===== src/rtl/core/sdpm_pkg.sv =====
// Shared types and constants for the subband dot-product mirror core.
`default_nettype none

package sdpm_pkg;

  // Input item action codes
  typedef enum logic [1:0] {
    ACT_LOAD   = 2'd0,
    ACT_SAMPLE = 2'd1,
    ACT_FINISH = 2'd2,
    ACT_NONE   = 2'd3
  } act_e;

  // What kind of result pair an event produces
  typedef enum logic [1:0] {
    EV_FIRST  = 2'd0,
    EV_SECOND = 2'd1,
    EV_FINISH = 2'd2
  } ev_kind_e;

  localparam int SampleW  = 24;
  localparam int BlockW   = 5;
  localparam int TapW     = 5;
  localparam int TotalW   = 30;
  localparam int AccW     = 48;
  localparam int ProdW    = 37;   // 48-bit product after dropping 11 bits
  localparam int ResultW  = 32;
  localparam int PosW     = 6;
  localparam int InDataW  = 40;
  localparam int OutDataW = 40;

  // Queue between front and back; depth is a power of two
  localparam int QDepth = 4;
  localparam int QPtrW  = 2;
  localparam int QCntW  = 3;

  typedef struct packed {
    ev_kind_e                  kind;
    logic [BlockW-1:0]         idx;    // block, or offset within the second group
    logic signed [AccW-1:0]    value;  // accumulator, or coefficient sum for finish
  } event_t;

endpackage

`default_nettype wire


===== src/rtl/core/sdpm_front.sv =====
// Front end: accept, classify, coefficient store, multiply and accumulate.
`default_nettype none

module sdpm_front #(
  parameter int TAPS          = 32,
  parameter int FIRST_BLOCKS  = 16,
  parameter int SECOND_BLOCKS = 15
) (
  input  wire logic                            clk_i,
  input  wire logic                            rst_ni,
  input  wire logic                            in_valid_i,
  output logic                                 in_ready_o,
  input  wire logic [sdpm_pkg::InDataW-1:0]    in_data_i,
  input  wire logic [sdpm_pkg::QCntW-1:0]      q_count_i,
  output logic                                 push_o,
  output sdpm_pkg::event_t                     push_event_o
);

  localparam int IdxW = $clog2(TAPS);
  localparam int CntW = sdpm_pkg::QCntW + 1;

  sdpm_pkg::act_e                        act;
  logic [sdpm_pkg::BlockW-1:0]           blk;
  logic [sdpm_pkg::TapW-1:0]             tap;
  logic signed [sdpm_pkg::SampleW-1:0]   smp;
  logic [6:0]                            tap_ext;
  logic [6:0]                            blk_ext;
  logic [IdxW-1:0]                       cidx;
  logic                                  tap_ok;
  logic                                  accept;
  logic [CntW-1:0]                       pending;

  logic signed [sdpm_pkg::SampleW-1:0]   coef_q [TAPS];
  logic signed [sdpm_pkg::TotalW-1:0]    total_q;
  logic signed [sdpm_pkg::SampleW-1:0]   coef_rd;

  sdpm_pkg::ev_kind_e                    kind_c;
  logic [sdpm_pkg::BlockW-1:0]           idx_c;
  logic                                  emit_c;

  // stage 1
  logic                                  s1_v_q;
  logic                                  s1_fin_q, s1_emit_q, s1_tap0_q;
  sdpm_pkg::ev_kind_e                    s1_kind_q;
  logic [sdpm_pkg::BlockW-1:0]           s1_idx_q;
  logic signed [sdpm_pkg::SampleW-1:0]   s1_coef_q, s1_smp_q;
  logic signed [sdpm_pkg::TotalW-1:0]    s1_tot_q;

  // stage 2
  logic                                  s2_v_q;
  logic                                  s2_fin_q, s2_emit_q, s2_tap0_q;
  sdpm_pkg::ev_kind_e                    s2_kind_q;
  logic [sdpm_pkg::BlockW-1:0]           s2_idx_q;
  logic signed [sdpm_pkg::ProdW-1:0]     s2_prod_q;
  logic signed [sdpm_pkg::TotalW-1:0]    s2_tot_q;

  logic signed [2*sdpm_pkg::SampleW-1:0] prod_full;
  logic signed [sdpm_pkg::AccW-1:0]      acc_q, acc_d;
  logic signed [sdpm_pkg::AccW:0]        acc_sum;
  logic signed [sdpm_pkg::AccW:0]        prod_ext;

  assign act     = sdpm_pkg::act_e'(in_data_i[1:0]);
  assign blk     = in_data_i[6:2];
  assign tap     = in_data_i[11:7];
  assign smp     = $signed(in_data_i[35:12]);
  assign tap_ext = {2'b00, tap};
  assign blk_ext = {2'b00, blk};
  assign cidx    = tap_ext[IdxW-1:0];
  assign tap_ok  = tap_ext < 7'(TAPS);
  assign coef_rd = coef_q[cidx];

  // Reserve a queue slot for every item still in the pipeline
  assign pending    = CntW'(q_count_i) + CntW'(s1_v_q) + CntW'(s2_v_q);
  assign in_ready_o = pending < CntW'(sdpm_pkg::QDepth);
  assign accept     = in_valid_i && in_ready_o;

  always_comb begin
    kind_c = sdpm_pkg::EV_FIRST;
    idx_c  = blk;
    emit_c = 1'b0;
    if (act == sdpm_pkg::ACT_FINISH) begin
      kind_c = sdpm_pkg::EV_FINISH;
      emit_c = 1'b1;
    end else if (blk_ext < 7'(FIRST_BLOCKS)) begin
      emit_c = tap_ext == 7'(TAPS - 1);
    end else if (blk_ext < 7'(FIRST_BLOCKS + SECOND_BLOCKS)) begin
      kind_c = sdpm_pkg::EV_SECOND;
      idx_c  = sdpm_pkg::BlockW'(blk_ext - 7'(FIRST_BLOCKS));
      emit_c = tap_ext == 7'(TAPS - 1);
    end
  end

  // Coefficient store and running sum
  always_ff @(posedge clk_i or negedge rst_ni) begin
    if (!rst_ni) begin
      for (int i = 0; i < TAPS; i++) coef_q[i] <= '0;
      total_q <= '0;
    end else if (accept && act == sdpm_pkg::ACT_LOAD && tap_ok) begin
      coef_q[cidx] <= smp;
      total_q      <= total_q - {{6{coef_rd[23]}}, coef_rd} + {{6{smp[23]}}, smp};
    end
  end

  always_ff @(posedge clk_i or negedge rst_ni) begin
    if (!rst_ni) begin
      s1_v_q <= 1'b0;
      s2_v_q <= 1'b0;
    end else begin
      s1_v_q <= accept && ((act == sdpm_pkg::ACT_SAMPLE && tap_ok) ||
                           act == sdpm_pkg::ACT_FINISH);
      s2_v_q <= s1_v_q;
    end
  end

  always_ff @(posedge clk_i) begin
    s1_fin_q  <= act == sdpm_pkg::ACT_FINISH;
    s1_emit_q <= emit_c;
    s1_tap0_q <= tap == '0;
    s1_kind_q <= kind_c;
    s1_idx_q  <= idx_c;
    s1_coef_q <= coef_rd;
    s1_smp_q  <= smp;
    s1_tot_q  <= total_q;
  end

  assign prod_full = s1_coef_q * s1_smp_q;

  always_ff @(posedge clk_i) begin
    s2_fin_q  <= s1_fin_q;
    s2_emit_q <= s1_emit_q;
    s2_tap0_q <= s1_tap0_q;
    s2_kind_q <= s1_kind_q;
    s2_idx_q  <= s1_idx_q;
    s2_prod_q <= prod_full[2*sdpm_pkg::SampleW-1:11];
    s2_tot_q  <= s1_tot_q;
  end

  // Accumulate with saturation; tap zero restarts the sum
  assign prod_ext = {{12{s2_prod_q[36]}}, s2_prod_q};

  always_comb begin
    acc_sum = s2_tap0_q ? prod_ext : ({acc_q[47], acc_q} + prod_ext);
    if (acc_sum[48] != acc_sum[47]) begin
      acc_d = acc_sum[48] ? {1'b1, {47{1'b0}}} : {1'b0, {47{1'b1}}};
    end else begin
      acc_d = acc_sum[47:0];
    end
  end

  always_ff @(posedge clk_i or negedge rst_ni) begin
    if (!rst_ni) begin
      acc_q <= '0;
    end else if (s2_v_q && !s2_fin_q) begin
      acc_q <= acc_d;
    end
  end

  assign push_o             = s2_v_q && s2_emit_q;
  assign push_event_o.kind  = s2_kind_q;
  assign push_event_o.idx   = s2_idx_q;
  assign push_event_o.value = s2_fin_q ? {{18{s2_tot_q[29]}}, s2_tot_q} : acc_d;

endmodule

`default_nettype wire


===== src/rtl/core/sdpm_queue.sv =====
// Short event queue between the front end and the output back end.
`default_nettype none

module sdpm_queue (
  input  wire logic                         clk_i,
  input  wire logic                         rst_ni,
  input  wire logic                         push_i,
  input  wire sdpm_pkg::event_t             push_event_i,
  input  wire logic                         pop_i,
  output logic                              valid_o,
  output sdpm_pkg::event_t                  head_o,
  output logic [sdpm_pkg::QCntW-1:0]        count_o
);

  sdpm_pkg::event_t                 mem_q [sdpm_pkg::QDepth];
  logic [sdpm_pkg::QPtrW-1:0]       wr_q, rd_q;
  logic [sdpm_pkg::QCntW-1:0]       cnt_q;
  logic                             do_pop;

  assign valid_o = cnt_q != '0;
  assign head_o  = mem_q[rd_q];
  assign count_o = cnt_q;
  assign do_pop  = pop_i && valid_o;

  always_ff @(posedge clk_i) begin
    if (push_i) begin
      mem_q[wr_q] <= push_event_i;
    end
  end

  always_ff @(posedge clk_i or negedge rst_ni) begin
    if (!rst_ni) begin
      wr_q  <= '0;
      rd_q  <= '0;
      cnt_q <= '0;
    end else begin
      if (push_i) wr_q <= wr_q + 1'b1;
      if (do_pop) rd_q <= rd_q + 1'b1;
      cnt_q <= cnt_q + sdpm_pkg::QCntW'(push_i) - sdpm_pkg::QCntW'(do_pop);
    end
  end

endmodule

`default_nettype wire


===== src/rtl/core/sdpm_back.sv =====
// Back end: round, saturate and mirror each event into a pair of result items.
`default_nettype none

module sdpm_back #(
  parameter int FIRST_BLOCKS  = 16,
  parameter int SECOND_BLOCKS = 15
) (
  input  wire logic                                 clk_i,
  input  wire logic                                 rst_ni,
  input  wire logic                                 q_valid_i,
  input  wire sdpm_pkg::event_t                     q_event_i,
  output logic                                      pop_o,
  input  wire logic signed [sdpm_pkg::ResultW-1:0]  window_constant_i,
  output logic                                      m_valid_o,
  input  wire logic                                 m_ready_i,
  output logic [sdpm_pkg::OutDataW-1:0]             m_data_o,
  output logic                                      m_last_o
);

  localparam logic [6:0] PosF    = 7'(FIRST_BLOCKS);
  localparam logic [6:0] Pos2F   = 7'(2 * FIRST_BLOCKS);
  localparam logic [6:0] Pos2F1  = 7'(2 * FIRST_BLOCKS + 1);
  localparam logic [6:0] PosTop  = 7'(2 * FIRST_BLOCKS + 2 * SECOND_BLOCKS + 1);
  localparam logic [6:0] PosFin1 = 7'(2 * FIRST_BLOCKS + 1 + SECOND_BLOCKS);

  localparam logic signed [31:0] ResMax = 32'sh7FFF_FFFF;
  localparam logic signed [31:0] ResMin = 32'sh8000_0000;

  logic signed [sdpm_pkg::AccW:0]      rnd_sum;
  logic signed [sdpm_pkg::ProdW-1:0]   rnd_sh;
  logic signed [31:0]                  rnd;
  logic [6:0]                          idx_ext;
  logic signed [31:0]                  r0_c, v1_c;
  logic                                neg_c;
  logic [6:0]                          pos0_c, pos1_c;

  logic                                w_v_q, w_phase_q, w_neg_q;
  logic signed [31:0]                  w_r0_q, w_v1_q;
  logic [sdpm_pkg::PosW-1:0]           w_pos0_q, w_pos1_q;
  logic signed [31:0]                  neg_r0;

  logic                                o_v_q, o_last_q;
  logic [sdpm_pkg::PosW-1:0]           o_pos_q;
  logic signed [31:0]                  o_res_q;

  logic                                out_free, out_load, w_free;

  // Round half up by 12 bits, then clamp to 32 bits
  assign rnd_sum = {q_event_i.value[47], q_event_i.value} + 49'sd2048;
  assign rnd_sh  = rnd_sum[48:12];

  always_comb begin
    if (rnd_sh[36:31] == {6{rnd_sh[36]}}) begin
      rnd = rnd_sh[31:0];
    end else begin
      rnd = rnd_sh[36] ? ResMin : ResMax;
    end
  end

  assign idx_ext = {2'b00, q_event_i.idx};

  always_comb begin
    r0_c   = rnd;
    v1_c   = rnd;
    neg_c  = 1'b0;
    pos0_c = idx_ext;
    pos1_c = Pos2F - idx_ext;
    case (q_event_i.kind)
      sdpm_pkg::EV_FIRST: begin
        neg_c = 1'b1;
      end
      sdpm_pkg::EV_SECOND: begin
        pos0_c = Pos2F1 + idx_ext;
        pos1_c = PosTop - idx_ext;
      end
      sdpm_pkg::EV_FINISH: begin
        r0_c   = window_constant_i;
        v1_c   = -$signed(q_event_i.value[31:0]);
        pos0_c = PosF;
        pos1_c = PosFin1;
      end
      default: begin
        neg_c = 1'b0;
      end
    endcase
  end

  assign out_free = !o_v_q || m_ready_i;
  assign out_load = w_v_q && out_free;
  assign w_free   = !w_v_q || (out_load && w_phase_q);
  assign pop_o    = q_valid_i && w_free;

  assign neg_r0 = (w_r0_q == ResMin) ? ResMax : -w_r0_q;

  always_ff @(posedge clk_i or negedge rst_ni) begin
    if (!rst_ni) begin
      w_v_q     <= 1'b0;
      w_phase_q <= 1'b0;
      o_v_q     <= 1'b0;
    end else begin
      if (pop_o) begin
        w_v_q     <= 1'b1;
        w_phase_q <= 1'b0;
      end else if (out_load) begin
        w_v_q     <= !w_phase_q;
        w_phase_q <= 1'b1;
      end
      if (out_free) o_v_q <= w_v_q;
    end
  end

  always_ff @(posedge clk_i) begin
    if (pop_o) begin
      w_r0_q   <= r0_c;
      w_v1_q   <= v1_c;
      w_neg_q  <= neg_c;
      w_pos0_q <= pos0_c[5:0];
      w_pos1_q <= pos1_c[5:0];
    end
    if (out_load) begin
      o_pos_q  <= w_phase_q ? w_pos1_q : w_pos0_q;
      o_res_q  <= !w_phase_q ? w_r0_q : (w_neg_q ? neg_r0 : w_v1_q);
      o_last_q <= w_phase_q;
    end
  end

  assign m_valid_o = o_v_q;
  assign m_data_o  = {2'b00, o_res_q, o_pos_q};
  assign m_last_o  = o_last_q;

endmodule

`default_nettype wire


===== src/rtl/core/subband_dot_product_mirror_core.sv =====
// Top level of the subband dot-product mirror core.
//
// Input stream (s_axis): one item per handshake carrying action, block, tap
// and sample. Load items write one coefficient; sample items are multiplied
// by the stored coefficient of their tap and summed in a 48-bit accumulator;
// finish items ask for the closing pair. A steady stream of load, sample and
// finish items is taken at one item per cycle while s_axis_tready is high.
// Output stream (m_axis): each block's last tap and each finish item give two
// items, the second marked by tlast. A pair passes the two front-end stages,
// the event queue and the back end's hold and output registers; the second
// item follows in the cycle after the first is taken. The queue hands on the
// next event only when the hold register frees; items behind wait for room.
// A four-entry event queue sits between the multiply-accumulate front end and
// the output stage: when the receiver stalls, s_axis keeps taking items until
// the queue and the two pipeline stages in front of it are spoken for.
// Reset clears the coefficients, their sum, the accumulator, the window
// constant and all valid flags. cfg_we_i writes the window constant.
`default_nettype none

module subband_dot_product_mirror_core #(
  parameter int TAPS          = 32,
  parameter int FIRST_BLOCKS  = 16,
  parameter int SECOND_BLOCKS = 15
) (
  input  wire logic                               clk_i,
  input  wire logic                               rst_ni,
  input  wire logic                               cfg_we_i,
  input  wire logic [sdpm_pkg::ResultW-1:0]       cfg_wdata_i,
  input  wire logic                               s_axis_tvalid,
  output logic                                    s_axis_tready,
  // [1:0] action, [6:2] block, [11:7] tap, [35:12] sample, [39:36] zero
  input  wire logic [sdpm_pkg::InDataW-1:0]       s_axis_tdata,
  output logic                                    m_axis_tvalid,
  input  wire logic                               m_axis_tready,
  // [5:0] position, [37:6] result, [39:38] zero
  output logic [sdpm_pkg::OutDataW-1:0]           m_axis_tdata,
  output logic                                    m_axis_tlast
);

  logic signed [sdpm_pkg::ResultW-1:0]  window_constant_q;
  logic                                 push;
  sdpm_pkg::event_t                     push_event;
  logic                                 pop;
  logic                                 q_valid;
  sdpm_pkg::event_t                     q_head;
  logic [sdpm_pkg::QCntW-1:0]           q_count;

  always_ff @(posedge clk_i or negedge rst_ni) begin
    if (!rst_ni) begin
      window_constant_q <= '0;
    end else if (cfg_we_i) begin
      window_constant_q <= $signed(cfg_wdata_i);
    end
  end

  sdpm_front #(
    .TAPS          (TAPS),
    .FIRST_BLOCKS  (FIRST_BLOCKS),
    .SECOND_BLOCKS (SECOND_BLOCKS)
  ) u_front (
    .clk_i        (clk_i),
    .rst_ni       (rst_ni),
    .in_valid_i   (s_axis_tvalid),
    .in_ready_o   (s_axis_tready),
    .in_data_i    (s_axis_tdata),
    .q_count_i    (q_count),
    .push_o       (push),
    .push_event_o (push_event)
  );

  sdpm_queue u_queue (
    .clk_i        (clk_i),
    .rst_ni       (rst_ni),
    .push_i       (push),
    .push_event_i (push_event),
    .pop_i        (pop),
    .valid_o      (q_valid),
    .head_o       (q_head),
    .count_o      (q_count)
  );

  sdpm_back #(
    .FIRST_BLOCKS  (FIRST_BLOCKS),
    .SECOND_BLOCKS (SECOND_BLOCKS)
  ) u_back (
    .clk_i             (clk_i),
    .rst_ni            (rst_ni),
    .q_valid_i         (q_valid),
    .q_event_i         (q_head),
    .pop_o             (pop),
    .window_constant_i (window_constant_q),
    .m_valid_o         (m_axis_tvalid),
    .m_ready_i         (m_axis_tready),
    .m_data_o          (m_axis_tdata),
    .m_last_o          (m_axis_tlast)
  );

endmodule

`default_nettype wire


===== config.mk =====
export PLATFORM = sky130hd
export DESIGN_NAME = subband_dot_product_mirror_core
export DESIGN_NICKNAME = d
export VERILOG_FILES = /design/src/rtl/core/sdpm_pkg.sv /design/src/rtl/core/sdpm_front.sv /design/src/rtl/core/sdpm_queue.sv /design/src/rtl/core/sdpm_back.sv /design/src/rtl/core/subband_dot_product_mirror_core.sv
export SDC_FILE = /design/constraint.sdc
export NUM_CORES = 2
export LEC_CHECK = 0
export ABC_AREA = 1
export BUFFER_PORTS_ARGS = -buffer_cell sky130_fd_sc_hd__buf_2
export CAP_MARGIN = 20
export CORE_MARGIN = 10
export CORE_UTILIZATION = 30
export CTS_CLUSTER_SIZE = 16
export DETAILED_ROUTE_END_ITERATION = 8
export PLACE_DENSITY = 0.5
export REMOVE_ABC_BUFFERS = 1
export SYNTH_ARGS = -nofsm -noshare
export SYNTH_HDL_FRONTEND = slang
export SYNTH_SLANG_ARGS = --single-unit

===== constraint.sdc =====
create_clock -name clk_i -period 7.97 [get_ports clk_i]
set_clock_uncertainty 0.05 [all_clocks]
set_input_delay 0.3985 -clock clk_i [delete_from_list [all_inputs] [get_ports clk_i]]
set_output_delay 0.3985 -clock clk_i [all_outputs]
set_load 0.05 [all_outputs]

# ---- After elaboration in Yosys (flattened, before gate mapping)
# Memory sizes are Yosys's and may differ from the RTL's.
# Cells that the tools add are included.
dict set report word_totals {
  memories 1
  elab_cells 159
  mem_bits_rw 220
  register_bits 1171
  in_bits 77
  out_inout_bits 43
}
dict set report classes {
  n_bitwise 1
  n_eq_ne 8
  n_mux 34
  magnitude_cmp 6
  reduce_logical 25
  add_sub_neg 16
  multipliers 1
}
# name words word_bits read_ports rd_clocked_by_memory_dff wr line
set mem_list {}
lappend mem_list {u_queue.mem_q 4 55 1 0 1 sdpm_queue.sv:15} ;# sdpm_pkg::event_t mem_q [sdpm_pkg::QDepth];
# op n
set ops {}
lappend ops {{$bwmux W768} 1}
lappend ops {{$mux W32} 7}
lappend ops {{$mux W48} 3}
lappend ops {{$bmux W24 S5} 1}
lappend ops {{$demux W24 S5} 1}
lappend ops {{$mux W24} 3}
lappend ops {{$neg A32 Y32} 2}
lappend ops {{$add A48 B13 Y49 const B} 1}
lappend ops {{$add A48 B37 Y49} 1}
lappend ops {{$mux W49} 1}
lappend ops {{$mul A24 B24 Y48} 1}
lappend ops {{$eq A32 B32 Y1 const B} 1}
lappend ops {{$add A30 B30 Y30} 1}
lappend ops {{$sub A30 B30 Y30} 1}
lappend ops {{$pmux W6 S2} 2}
lappend ops {{$mux W5} 3}
lappend ops {{$logic_and A1 B1 Y1} 12}
lappend ops {{$sub A6 B5 Y6 const A} 2}
lappend ops {{$lt A5 B5 Y1 const B} 2}
lappend ops {{$mux W1} 10}
lappend ops {{$add A6 B5 Y6 const A} 1}
lappend ops {{$ge A6 B6 Y1 const B} 1}
lappend ops {{$lt A5 B6 Y1 const B} 1}
lappend ops {{$lt A6 B1 Y1 const B} 1}
lappend ops {{22 further kinds} 31}

# ---- Longest topological paths before layout
dict set report logic_depth {
  ltp_word 8
  ltp_mapped 29
  mapped_depth_nobuf 27
}

# ---- Hierarchy
# From an unflattened synthesis, not the netlist that was laid out.
dict set report hier_totals {
  hier_cells 10524
  hier_area_um2 87785.4
}
# mod instances area_per_inst_um2 cells_each seq_area_each_um2
set by_module_without_submodules {}
lappend by_module_without_submodules {sdpm_front 1 69512.9 8586 24523.5}
lappend by_module_without_submodules {sdpm_queue 1 9019.9 749 6781.5}
lappend by_module_without_submodules {sdpm_back 1 7960.1 1053 3528.4}
lappend by_module_without_submodules {subband_dot_product_mirror_core 1 1292.5 136 800.8}

# ---- Worst setup path before layout
# No wires, ideal clock.
dict set report synth_timing {
  kind {flip-flop to flip-flop}
  startpoint {reg u_front.s1_coef_q[23] (netlist name)}
  endpoint {reg u_front.s2_prod_q[36] (netlist name)}
  synth_period_minus_slack_ns 6.501
  n_path_buf 1
  path_slack_ns 1.469
  path_stages_with_launch 24
  t_required_ns 7.848
  arrival_ns 6.379
  cell_sequence {dfxtp_1 -> clkbuf_1 -> nand2_1 -> inv_1 -> fa_1 -> fa_1 -> inv_1 -> fa_1 -> inv_1 -> fa_1 -> inv_1 -> fa_1 -> inv_1 -> fa_1 -> fa_1 -> ha_1 -> a21oi_1 -> o21ai_0 -> inv_1 -> nor2_1 -> a2111oi_0 -> o21ai_0 -> a21oi_1 -> xor2_1}
}
dict set report synth_via {
  elab_chain_cells 1
}
# element line
set synth_lines {}
lappend synth_lines {{from (decl)} sdpm_front.sv:46} ;# logic signed [sdpm_pkg::SampleW-1:0] s1_coef_q, s1_smp_q;
lappend synth_lines {{from (signal assigned)} sdpm_front.sv:121} ;# s1_coef_q <= coef_rd;
lappend synth_lines {{$mul A24 B24 Y48} sdpm_front.sv:126} ;# assign prod_full = s1_coef_q * s1_smp_q;
lappend synth_lines {{named net u_front.prod_full (one bit)} sdpm_front.sv:57} ;# logic signed [2*sdpm_pkg::SampleW-1:0] prod_full;
lappend synth_lines {{to (signal assigned)} sdpm_front.sv:134} ;# s2_prod_q <= prod_full[2*sdpm_pkg::SampleW-1:11];
lappend synth_lines {{to (decl)} sdpm_front.sv:54} ;# logic signed [sdpm_pkg::ProdW-1:0] s2_prod_q;
# The timed path passes the listed nets, and every way through them passes these cells.
# A chain may end at the register's enable or synchronous reset.

# ---- Worst setup path in the final report
# Ends and elaborated chain as after synthesis.

==> impl_metrics.ini <==
[run_status]
outcome = finished clean

[cells_and_area]
fin_nets = 10900
ff_latch_area_um2 = 35600
syn_to_final_growth_pct = 12.5
stdcell_area_um2 = 97100
fin_cells = 13900
n_fill_cell = 29500
multi_input_area_um2 = 43500
layout-drive-gt1-share_pct = 7.59

[grt]
grt_usage_pct = 18.0
grt_pass1_wl_um = 437000
overflow = 0
grtUsageMet1_pct = 24.8
grt_antenna_before_repair = 4
grt_busiest_layer = met2
grt_pass1_vias = 69800
grt_util_met3_pct = 2.60
grt.met2_usage_pct = 29.3
grt_max_degree = 168

[synthesis]
postSynthAreaPerCell_um2 = 8.62
synthesis.area_um2 = 86300
synth.distinct_cells = 59
yosysSeqAreaShare_pct = 41.3
yosys-top-cells-area = dfrtp_1 26%, fa_1 15%, nand2_1 12%, edfxtp_1 12%, o21ai_0 5.7%
synthArstFlopShare_pct = 64.0
yosys_most_used_dff = dfrtp_1
yosys.area.top_type = dfrtp_1
ys_ff_latch = 1390
synth_edf_count = 335
synth.most_common_cell = nand2_1
synthTopCellsByCount = 2,767 x nand2_1, 1,274 x inv_1, 976 x o21ai_0
ys_warn_count = 0
netlist_instances = 10000
yosysTopAreaCellShare_pct = 25.8

[clock_network]
clkSlewWorstSetupHoldPaths_ps = 70
numCtsBuffers = 165
cts_max_level = 4
clk_path_buf_depth = 4
cts_root_buf = clkbuf_16
cts_tree = done
cts_sinks = 1390
clk_latency_ps = 890

[power]
ir_worst_vdd_mv = 0.302
power_density_nw_per_um2 = 373
p_total_mw = 36.3
p_leak_nw = 45.6

[critical_path]
cp.arrival_ps = 7940
critPathRequiredTime_ps = 8670
cp_max_fo = 14
endpoint_kind = flop
crit_path_start_kind = flop
path_class = reg2reg

[placement]
placed_cells = 13500
postPlaceCellArea_um2 = 91000
place.gp.congestion = 0.894
io_buffers = 113
hpwl_um = 201000

[detailed_routing]
dr.pass1.iters = 5
ant_nets = 0
wl_per_cell_um = 20.5
num_vias = 68600
vias_per_cell = 4.95
routed_wl_um = 284000
drc_errors = 0
drt_iter0_drc = 5997

[timing]
whs_ps = 65.3
drv_slew = 0
rsz0062_at_grt = false
finalSetupViolCount = 0
final.setup.tns_ps = 0
min_period_ps = 7240
timing.final.crit_share_pct = 90.9
hold_viol_final = 0
tightest_slew_ps = 1080
max-slew-margin-rel_pct = 27.6
max_freq_mhz = 138

[floorplan]
die_height_um = 556
rows = 196
die_w_um = 556
die_area_um2 = 310000
io_pins = 120
core_region_area_um2 = 286000
start_util_pct = 30.2

[hold_path]
hold_class = in2reg

[flow_run]
maxCapViolCount = 0
[worst max-delay path, cell delays in order, from the launching register on]
cell       delay, ps
dfxtp_1          670
buf_4            340
nand2_1          150
fa_1             700
inv_1            140
fa_1             910
fa_1             510
inv_1             90
fa_1             420
fa_1             500
inv_1             50
fa_1             490
fa_1             410
ha_1             340
a21oi_1          220
o21ai_0          160
inv_1             80
nor2_1            40
a2111oi_0        370
o21ai_0          170
a21oi_1          210
xor2_1           150
[registers in the layout (all words and copies together), names as in the netlist, 32 cells and up]
name / flops
u_back.o_res_q: 32
u_back.w_r0_q: 32
u_back.w_v1_q: 32
u_front.acc_q: 48
u_front.coef_q: 768
u_front.s2_prod_q: 37
u_queue.mem_q: 220
window_constant_q: 32
[metrics by stage]
step           utilization (%)  setup slack, ps
2_1_floorplan                -            -4480
6_report                  34.0              729
5_1_grt                   34.0              307
4_1_cts                   33.9              667
3_3_place_gp              31.8              697
3_5_place_dp              31.8              661
[cell families after synthesis]
| logic type | count (synthesis) | synth area share (%) |
|---|---|---|
| other | 1 | 0.00434 |
| XOR/XNOR | 175 | 1.78 |
| AO/OA/AOI/OAI | 1665 | 10.9 |
| multiplexers | 31 | 0.404 |
| buffers and inverters | 1895 | 8.51 |
| flip-flops | 1390 | 41.3 |
| AND/OR/NAND/NOR | 3994 | 19.0 |
| adder cells (fa/ha/maj) | 865 | 18.1 |
[cells in the final DEF, fill, tap and decap left out, drive strengths merged, types with 76 or more instances in the layout]
cell type / instances
a22oi: 193
nor2: 340
ha: 228
a31oi: 167
nand4: 76
nand2: 2781
edfxtp: 335
xor2: 136
dfrtp: 890
nand3: 643
dfxtp: 165
buf: 318
inv: 1302
a21oi: 196
o21ai: 979
fa: 637
clkbuf: 231
[routing by layer]
layer | up-vias | wire length [um]
met4 | 0 | 9430
met3 | 376 | 16600
met2 | 1984 | 130000
met5 | - | 0
met1 | 34100 | 128000
li1 | 32100 | -
[final timing paths]
path | start | endpoint | slack [ps] | cells after the start
hold reg to reg | u_front.s1_tot_q[3] | u_front.s2_tot_q[3] | 230 | 0
setup reg to reg | u_front.s1_coef_q[23] | u_front.s2_prod_q[36] | 730 | 21
setup / recovery | u_front.s1_coef_q[23] | u_front.s2_prod_q[36] | 730 | 21
hold / removal | s_axis_tdata[0] | u_front.s1_kind_q[1] | 70 | 3
min in group asynchronous | rst_ni | window_constant_q[13] | 110 | 2
max in group asynchronous | rst_ni | u_front.coef_q[175] | 5660 | 4
[what timing repair did]
item	in CTS	in global routing
buffers inserted	0	0
gates resized for setup	0	0
setup endpoints to repair	0	0
endpoints found under the hold margin	210	0
hold buffers	65	0
[where the power goes]
group          internal, mW  switching [mW]  leakage, nW
clock network          4.34            3.17         2.62
registers              9.39           0.827         16.6
logic                  5.89            12.7         26.4
total                  19.6            16.7         45.6
[layout make-up]
cell class              count  share of cell area (%)
multi-input cells        6732                    44.8
clock inverters            66                   0.644
flip-flops and latches   1390                    36.7
repair buffers            384                    3.12
inverters                1295                    5.01
well taps                3762                    4.85
diodes                      3                 0.00773
clock buffers             230                    4.88
Power figures use the tool's default switching activity.
